## src/nlet_pkg.sv

```systemverilog
// Package for the netascii line ending translator.
// Holds the byte codes, register indexes, direction codes, config type and the run type shared by all modules.
// Depends on nothing.
package nlet_pkg;

   localparam logic [7:0] BYTE_CR  = 8'h0D;
   localparam logic [7:0] BYTE_LF  = 8'h0A;
   localparam logic [7:0] BYTE_NUL = 8'h00;

   localparam int RUN_MAX = 4;

   localparam logic CSR_DIRECTION    = 1'b0;
   localparam logic CSR_HOST_NEWLINE = 1'b1;

   localparam logic DIR_ENCODE = 1'b0;
   localparam logic DIR_DECODE = 1'b1;

   typedef struct packed {
      logic [RUN_MAX-1:0][7:0] bytes;
      logic [2:0]              count;
   } run_type;

   typedef struct packed {
      logic direction;
      logic host_newline_crlf;
   } cfg_type;

endpackage

```

## src/nlet_front.sv

```systemverilog
// Front end of the translator: accepts input words and classifies each into a run.
// Holds the pending carriage return flag. Depends on nlet_pkg.
module nlet_front (
   input  logic             clock,
   input  logic             reset,
   input  nlet_pkg::cfg_type cfg,
   input  logic             req_valid,
   output logic             req_ready,
   input  logic [7:0]       req_data_byte,
   input  logic             req_end_of_transfer,
   input  logic             queue_full,
   output logic             push,
   output nlet_pkg::run_type push_run
);

   logic pending_ff;
   logic pending_in;
   logic accept;

   function automatic nlet_pkg::run_type add(nlet_pkg::run_type r, logic [7:0] b);
      nlet_pkg::run_type o;
      o = r;
      o.bytes[r.count[1:0]] = b;
      o.count = r.count + 3'd1;
      return o;
   endfunction

   assign req_ready = !queue_full;
   assign accept    = req_valid && req_ready;

   always_comb begin
      nlet_pkg::run_type r;
      logic              newp;
      r    = '0;
      newp = 1'b0;
      if (cfg.direction == nlet_pkg::DIR_ENCODE) begin
         if (pending_ff && cfg.host_newline_crlf && req_data_byte == nlet_pkg::BYTE_LF) begin
            r = add(r, nlet_pkg::BYTE_CR);
            r = add(r, nlet_pkg::BYTE_LF);
         end else begin
            if (pending_ff) begin
               r = add(r, nlet_pkg::BYTE_CR);
               r = add(r, nlet_pkg::BYTE_NUL);
            end
            if (cfg.host_newline_crlf) begin
               if (req_data_byte == nlet_pkg::BYTE_CR) begin
                  newp = 1'b1;
               end else begin
                  r = add(r, req_data_byte);
               end
            end else if (req_data_byte == nlet_pkg::BYTE_LF) begin
               r = add(r, nlet_pkg::BYTE_CR);
               r = add(r, nlet_pkg::BYTE_LF);
            end else if (req_data_byte == nlet_pkg::BYTE_CR) begin
               r = add(r, nlet_pkg::BYTE_CR);
               r = add(r, nlet_pkg::BYTE_NUL);
            end else begin
               r = add(r, req_data_byte);
            end
         end
      end else begin
         if (pending_ff && req_data_byte == nlet_pkg::BYTE_LF) begin
            if (cfg.host_newline_crlf) begin
               r = add(r, nlet_pkg::BYTE_CR);
            end
            r = add(r, nlet_pkg::BYTE_LF);
         end else if (pending_ff && req_data_byte == nlet_pkg::BYTE_NUL) begin
            r = add(r, nlet_pkg::BYTE_CR);
         end else begin
            if (pending_ff) begin
               r = add(r, nlet_pkg::BYTE_CR);
            end
            if (req_data_byte == nlet_pkg::BYTE_CR) begin
               newp = 1'b1;
            end else begin
               r = add(r, req_data_byte);
            end
         end
      end
      if (req_end_of_transfer && newp) begin
         newp = 1'b0;
         r = add(r, nlet_pkg::BYTE_CR);
         if (cfg.direction == nlet_pkg::DIR_ENCODE) begin
            r = add(r, nlet_pkg::BYTE_NUL);
         end
      end
      push_run   = r;
      push       = accept && (r.count != 3'd0);
      pending_in = accept ? newp : pending_ff;
   end

   always_ff @(posedge clock) begin
      if (reset) begin
         pending_ff <= 1'b0;
      end else begin
         pending_ff <= pending_in;
      end
   end

endmodule

```

## src/nlet_queue.sv

```systemverilog
// Short queue of runs between the front and back ends.
// Depends on nlet_pkg.
module nlet_queue #(
   parameter int DEPTH = 2
) (
   input  logic              clock,
   input  logic              reset,
   input  logic              push,
   input  nlet_pkg::run_type push_run,
   input  logic              pop,
   output logic              head_valid,
   output nlet_pkg::run_type head_run,
   output logic              full,
   output logic [$clog2(DEPTH+1)-1:0] level
);

   localparam int PW = (DEPTH > 1) ? $clog2(DEPTH) : 1;
   localparam int CW = $clog2(DEPTH+1);

   nlet_pkg::run_type entry_ff [DEPTH];
   logic [PW-1:0] wr_ptr_ff, wr_ptr_in;
   logic [PW-1:0] rd_ptr_ff, rd_ptr_in;
   logic [CW-1:0] count_ff, count_in;

   assign head_valid = (count_ff != '0);
   assign head_run   = entry_ff[rd_ptr_ff];
   assign full       = (count_ff == CW'(DEPTH));
   assign level      = count_ff;

   always_comb begin
      wr_ptr_in = wr_ptr_ff;
      rd_ptr_in = rd_ptr_ff;
      count_in  = count_ff;
      if (push) begin
         wr_ptr_in = (wr_ptr_ff == PW'(DEPTH-1)) ? '0 : wr_ptr_ff + PW'(1);
      end
      if (pop) begin
         rd_ptr_in = (rd_ptr_ff == PW'(DEPTH-1)) ? '0 : rd_ptr_ff + PW'(1);
      end
      if (push && !pop) begin
         count_in = count_ff + CW'(1);
      end else if (pop && !push) begin
         count_in = count_ff - CW'(1);
      end
   end

   always_ff @(posedge clock) begin
      if (reset) begin
         wr_ptr_ff <= '0;
         rd_ptr_ff <= '0;
         count_ff  <= '0;
      end else begin
         wr_ptr_ff <= wr_ptr_in;
         rd_ptr_ff <= rd_ptr_in;
         count_ff  <= count_in;
      end
   end

   always_ff @(posedge clock) begin
      if (push) begin
         entry_ff[wr_ptr_ff] <= push_run;
      end
   end

endmodule

```

## src/nlet_back.sv

```systemverilog
// Back end of the translator: unpacks runs into single output words.
// Drives the output register. Depends on nlet_pkg.
module nlet_back (
   input  logic              clock,
   input  logic              reset,
   input  logic              head_valid,
   input  nlet_pkg::run_type head_run,
   output logic              pop,
   output logic              rsp_valid,
   input  logic              rsp_ready,
   output logic [7:0]        rsp_out_byte,
   output logic              rsp_last_of_run
);

   nlet_pkg::run_type run_ff, run_in;
   logic [1:0] idx_ff, idx_in;
   logic       act_ff, act_in;
   logic       valid_ff, valid_in;
   logic [7:0] byte_ff, byte_in;
   logic       last_ff, last_in;
   logic       advance;

   assign advance = !valid_ff || rsp_ready;

   always_comb begin
      pop      = 1'b0;
      run_in   = run_ff;
      idx_in   = idx_ff;
      act_in   = act_ff;
      byte_in  = byte_ff;
      last_in  = last_ff;
      valid_in = advance ? 1'b0 : valid_ff;
      if (advance) begin
         if (act_ff) begin
            valid_in = 1'b1;
            byte_in  = run_ff.bytes[idx_ff];
            last_in  = ({1'b0, idx_ff} == run_ff.count - 3'd1);
            idx_in   = idx_ff + 2'd1;
            if (last_in) begin
               act_in = 1'b0;
            end
         end else if (head_valid) begin
            pop      = 1'b1;
            valid_in = 1'b1;
            byte_in  = head_run.bytes[0];
            last_in  = (head_run.count == 3'd1);
            if (!last_in) begin
               act_in = 1'b1;
               run_in = head_run;
               idx_in = 2'd1;
            end
         end
      end
   end

   always_ff @(posedge clock) begin
      if (reset) begin
         act_ff   <= 1'b0;
         valid_ff <= 1'b0;
         idx_ff   <= '0;
      end else begin
         act_ff   <= act_in;
         valid_ff <= valid_in;
         idx_ff   <= idx_in;
      end
   end

   always_ff @(posedge clock) begin
      run_ff  <= run_in;
      byte_ff <= byte_in;
      last_ff <= last_in;
   end

   assign rsp_valid       = valid_ff;
   assign rsp_out_byte    = byte_ff;
   assign rsp_last_of_run = last_ff;

endmodule

```

## src/netascii_line_ending_translator_top.sv

```systemverilog
// Top level of the netascii line ending translator.
// Instantiates nlet_front, nlet_queue and nlet_back; depends on nlet_pkg.
//
//   Channel  Direction  Handshake          Contents
//   req_     in         valid / ready      data_byte, end_of_transfer
//   rsp_     out        valid / ready      out_byte, last_of_run
//   csr_     in         write enable only  direction, host_newline_crlf
//
// Each input word is classified combinationally into a run of zero to four bytes.
// The back end issues one output word per cycle while rsp_ready is high and runs are queued.
// Input words are taken every cycle while the run queue has room.
// Reset clears the configuration, the held carriage return, the queue and the output valid flag.
// A stalled output fills the queue, after which req_ready falls.
module netascii_line_ending_translator_top #(
   parameter int QUEUE_DEPTH = 2
) (
   input  logic       clock,
   input  logic       reset,
   input  logic       csr_write_enable,
   input  logic       csr_index,
   input  logic       csr_write_data,
   input  logic       req_valid,
   output logic       req_ready,
   input  logic [7:0] req_data_byte,
   input  logic       req_end_of_transfer,
   output logic       rsp_valid,
   input  logic       rsp_ready,
   output logic [7:0] rsp_out_byte,
   output logic       rsp_last_of_run
);

   nlet_pkg::cfg_type cfg_ff, cfg_in;
   nlet_pkg::run_type push_run, head_run;
   logic push, pop, head_valid, queue_full;
   logic [$clog2(QUEUE_DEPTH+1)-1:0] queue_level;

   always_comb begin
      cfg_in = cfg_ff;
      if (csr_write_enable) begin
         unique case (csr_index)
            nlet_pkg::CSR_DIRECTION:    cfg_in.direction         = csr_write_data;
            nlet_pkg::CSR_HOST_NEWLINE: cfg_in.host_newline_crlf = csr_write_data;
         endcase
      end
   end

   always_ff @(posedge clock) begin
      if (reset) begin
         cfg_ff <= '0;
      end else begin
         cfg_ff <= cfg_in;
      end
   end

   nlet_front u_front (
      .clock               (clock),
      .reset               (reset),
      .cfg                 (cfg_ff),
      .req_valid           (req_valid),
      .req_ready           (req_ready),
      .req_data_byte       (req_data_byte),
      .req_end_of_transfer (req_end_of_transfer),
      .queue_full          (queue_full),
      .push                (push),
      .push_run            (push_run)
   );

   nlet_queue #(
      .DEPTH (QUEUE_DEPTH)
   ) u_queue (
      .clock      (clock),
      .reset      (reset),
      .push       (push),
      .push_run   (push_run),
      .pop        (pop),
      .head_valid (head_valid),
      .head_run   (head_run),
      .full       (queue_full),
      .level      (queue_level)
   );

   nlet_back u_back (
      .clock           (clock),
      .reset           (reset),
      .head_valid      (head_valid),
      .head_run        (head_run),
      .pop             (pop),
      .rsp_valid       (rsp_valid),
      .rsp_ready       (rsp_ready),
      .rsp_out_byte    (rsp_out_byte),
      .rsp_last_of_run (rsp_last_of_run)
   );

   // The queue never holds more runs than it has room for.
   a_level_bound: assert property (@(posedge clock) disable iff (reset)
      queue_level <= ($clog2(QUEUE_DEPTH+1))'(QUEUE_DEPTH))
      else $error("run queue overfilled");

   // A run is only pushed while the queue has room.
   a_push_room: assert property (@(posedge clock) disable iff (reset)
      push |-> !queue_full)
      else $error("push into full run queue");

   // Every queued run holds between one and four bytes.
   a_run_size: assert property (@(posedge clock) disable iff (reset)
      head_valid |-> (head_run.count != 3'd0 && head_run.count <= 3'd4))
      else $error("queued run has bad length");

endmodule
```

## config.mk

```make
export PLATFORM = sky130hd
export DESIGN_NAME = netascii_line_ending_translator_top
export DESIGN_NICKNAME = d
export VERILOG_FILES = /design/src/nlet_pkg.sv /design/src/nlet_front.sv /design/src/nlet_queue.sv /design/src/nlet_back.sv /design/src/netascii_line_ending_translator_top.sv
export SDC_FILE = /design/constraint.sdc
export NUM_CORES = 1
export LEC_CHECK = 0
export CELL_PAD_IN_SITES_DETAIL_PLACEMENT = 1
export CELL_PAD_IN_SITES_GLOBAL_PLACEMENT = 2
export CORE_UTILIZATION = 50
export CTS_CLUSTER_SIZE = 28
export DETAILED_ROUTE_END_ITERATION = 7
export DONT_BUFFER_PORTS = 1
export PLACE_DENSITY = 0.83
export SLEW_MARGIN = 40
export SYNTH_ARGS = -nofsm -noshare
export SYNTH_HDL_FRONTEND = slang
export SYNTH_HIERARCHICAL = 1
export SYNTH_SLANG_ARGS = --single-unit
```

## constraint.sdc

```tcl
create_clock -name clock -period 12.9 [get_ports clock]
set_clock_uncertainty 0.15 [all_clocks]
set_input_delay 2.58 -clock clock [delete_from_list [all_inputs] [get_ports clock]]
set_output_delay 2.58 -clock clock [all_outputs]
set_load 0.02 [all_outputs]
```

==> impl_results.md <==
- RSZ-0062 raised after global routing: no
- Worst setup margin: 6420 ps
- Distinct cells, synth: 60
- Hold_sp: u_queue/level[1]
- H-tree Lvls: 4
- Port Buffers: 0
- Total of max-cap violations: 0
- Worst slew margin: 48.0%
- P per Cell Area: 223 nW/um^2
- CTS tree: yes
- Residual DRC: 0
- Nets: 420
- Register area share after synthesis: 64.2%
- GR Overflow Total: 0
- CTS Root Cell: clkbuf_16
- Area delta synth->final: 12.0%
- Post-cts resize count: 0
- Initial core utilization: 52.0%
- Post-synth EDFFs: 114
- Drt wl/cell: 21.9 um
- Largest area contributor in the netlist: edfxtp_1
- CP cell instances: nor4_2, nand3_1, ha_1, o221a_2, nor2_1, inv_1, ha_1, o31ai_1, o32ai_1, a21oi_1, a31oi_1, ha_1, or3_1, a21oi_1
- Setup slack, reg-to-reg: 8500 ps
- Post-synth top flop: edfxtp_1
- Worst slack, placed: 6000 ps
- Slew Limit Fails: 0
- Synth async-reset ratio: 0%
- Setup crit end kind: flip-flop
- Ys Warns: 6
- Hold_ws: 335 ps
- DR vias: 3172
- FF-to-FF path depth: 13
- Antenna-violating nets left: 0
- Worst path max stage delay: 590 ps
- Arr. time, crit path: 6680 ps
- Least-Margin Pin Slew: 779 ps
- Leak pwr: 2.27 nW
- Worst Path Max Fanout: 8
- Final std cells w/o fill: 544
- Critical path's slowest cell: nor4_2
- Hold endpoint: u_queue/level[1]
- DR iter-0 viols: 165
- Fin crit share: 50.2%
- Dpl cells: 512
- Num CTS Buffers: 17
- Worst VDD drop: 0.000107 V
- Vias in the first global route: 3359
- Avg Inst Size Synth: 14.7 sq um
- Worst Setup Path Type: in -> reg
- Final setup vio count: 0
- Post-synthesis cell count: 389
- Hold Path Class: reg -> reg
- Final hold vios: 0
- Routability cong.: 0.886
- Final wirelength: 11900 um
- WP data required: 13100 ps
- Largest net degree at the start of global routing: 36
- Clk sinks: 126
- Longest Clk Path Bufs: 2
- Netlist Area Pre-Place: 5710 sq um
- Min Clock Period, post-route: 6480 ps
- Dominant cell type by count on the critical path: ha_1
- Post-route setup TNS: 0 ps
- Highest clock rate: 154 MHz
- Clock transition at path regs: 50 ps
- Post-DP HPWL: 8100 um
- Top-area cell type share of the netlist area: 60.0%
- WHS Path Cells: 2
- Core outline area: 11000 sq um
- Fill cells: 1035
- Die Width: 109 um
- Clock Latency Late Sink: 410 ps
- DR vias/cell: 5.83
- Synth top area cells: edfxtp_1 60%, mux2_2 7.5%, dfxtp_1 4.2%
- Share of cells above drive strength 1: 23.5%
- Gr usage total: 22.6%
- Post-CTS Setup Inserts: 0
- Drt first pass iters: 5
- Initial antenna violation count: 0
- Die area: 11800 sq um
- Worst Setup Start Kind: primary input
- I/O pins: 27
- Global-route wire length before repair: 18800 um
- R2R Path Start: u_front/pending_ff
- Cell row count: 38
- Crit Reg-Reg Endpoint: u_queue/entry_ff[0][9]
- Status: completed
- Die Y: 109 um
- Power consumption: 0.00143 W
- Yosys reg bits: 126
- # hold bufs at CTS: 0
- ANT cells: 0
==> cells by family after synthesis <==
kind of cell / synth area share [%]
simple gates: 9.80
flops: 64.2
fa+ha+maj: 2.85
buf+inv: 3.27
other cells: 0.0657
mux: 12.5
xor+xnor: 1.38
compound gates: 5.94
==> worst max-delay path, delay by kind of cell <==
| kind | cells | cell delay (ps) |
|---|---|---|
| simple gates | 4 | 1630 |
| fa+ha+maj | 3 | 1040 |
| buf+inv | 1 | 170 |
| compound gates | 6 | 1260 |
==> worst max path at each step <==
stage / from / to / slack (ps) / cells after the start
floorplan: req_data_byte[6] / u_queue/entry_ff[0][0] / 5510 / 12
global placement: req_data_byte[6] / u_queue/level[1] / 6250 / 14
detailed placement: req_data_byte[6] / u_queue/level[1] / 6000 / 14
CTS: req_data_byte[6] / u_queue/level[1] / 6440 / 14
global route: req_data_byte[6] / u_queue/level[1] / 6080 / 14
finish: req_data_byte[6] / u_queue/level[1] / 6420 / 14
==> cells in the final DEF (no fill, tap or decap), drive strengths merged, types with 5 or more instances in the layout <==
| master | instances |
|---|---|
| dfxtp | 12 |
| mux4 | 8 |
| a21oi | 18 |
| edfxtp | 114 |
| nand2 | 17 |
| xnor2 | 5 |
| nor2b | 5 |
| mux2 | 43 |
| inv | 11 |
| clkbuf | 18 |
| clkinv | 10 |
| nand3 | 9 |
| and3 | 6 |
| nor2 | 23 |
| o21ai | 6 |
| and2 | 11 |
| ha | 13 |
==> area by class of cell <==
type / count / area (sq um) / share of cell area, %
clock buffer: 18 / 429 / 6.71
multi-input combinational: 231 / 1880 / 29.4
timing repair buffer: 4 / 30.0 / 0.470
clock inverter: 14 / 174 / 2.72
inverter: 11 / 41.3 / 0.646
sequential: 126 / 3660 / 57.3
tap: 140 / 175 / 2.74
==> report_power, final <==
group	switching, W	internal, W
combinational	0.000155	0.000129
sequential	0.0000725	0.000585
clock	0.000166	0.000319
total	0.000394	0.00103
==> sequential cells by signal, summed over array words and instances, names as in the netlist, named ones only <==
register	flops
u_back/idx_ff	2
u_back/act_ff	1
u_back/run_ff	35
cfg_ff	2
u_back/rsp_out_byte	8
u_queue/wr_ptr_ff	1
u_back/rsp_last_of_run	1
u_front/pending_ff	1
u_queue/entry_ff	70
u_queue/rd_ptr_ff	1
u_queue/level	2
u_back/rsp_valid	1
==> metal layers <==
layer | routed length [um] | global-route usage (%)
met3 | 490 | 5.14
met5 | 0 | 0
met1 | 5410 | 30.3
met4 | 185 | 8.98
met2 | 5830 | 35.7
==> Yosys cell counts (2+ instances only) <==
master	count
mux4_1	3
a211oi_1	2
clkbuf_1	10
a221oi_1	3
mux2i_1	2
o22ai_1	3
mux2_4	5
dfxtp_1	12
a22o_1	2
nor3_1	4
nand2_1	17
nor2b_1	5
edfxtp_1	114
or3b_2	2
a21oi_1	17
nand3_1	9
buf_2	5
mux4_2	5
and2b_2	2
xnor2_1	5
inv_1	11
nor4_1	2
nor2_1	23
a31oi_1	3
and2_1	11
and4_1	2
buf_4	5
xor2_1	4
nor3b_1	2
o31a_1	2
buf_6	4
nand2b_1	4
mux2_2	38
ha_1	13
and3_1	6
or2_2	2
a21o_1	3
o21ai_0	5
==> per-stage QoR <==
| stage | instance area [sq um] | util [%] |
|---|---|---|
| after global routing | 6390 | 58.2 |
| after floorplan | 5720 | - |
| final | 6390 | 58.2 |
| after CTS | 6390 | 58.2 |
| after detailed placement | 5790 | 52.7 |
| after global placement | 5780 | 52.7 |
No activity file was read; power rests on OpenSTA's default activity.
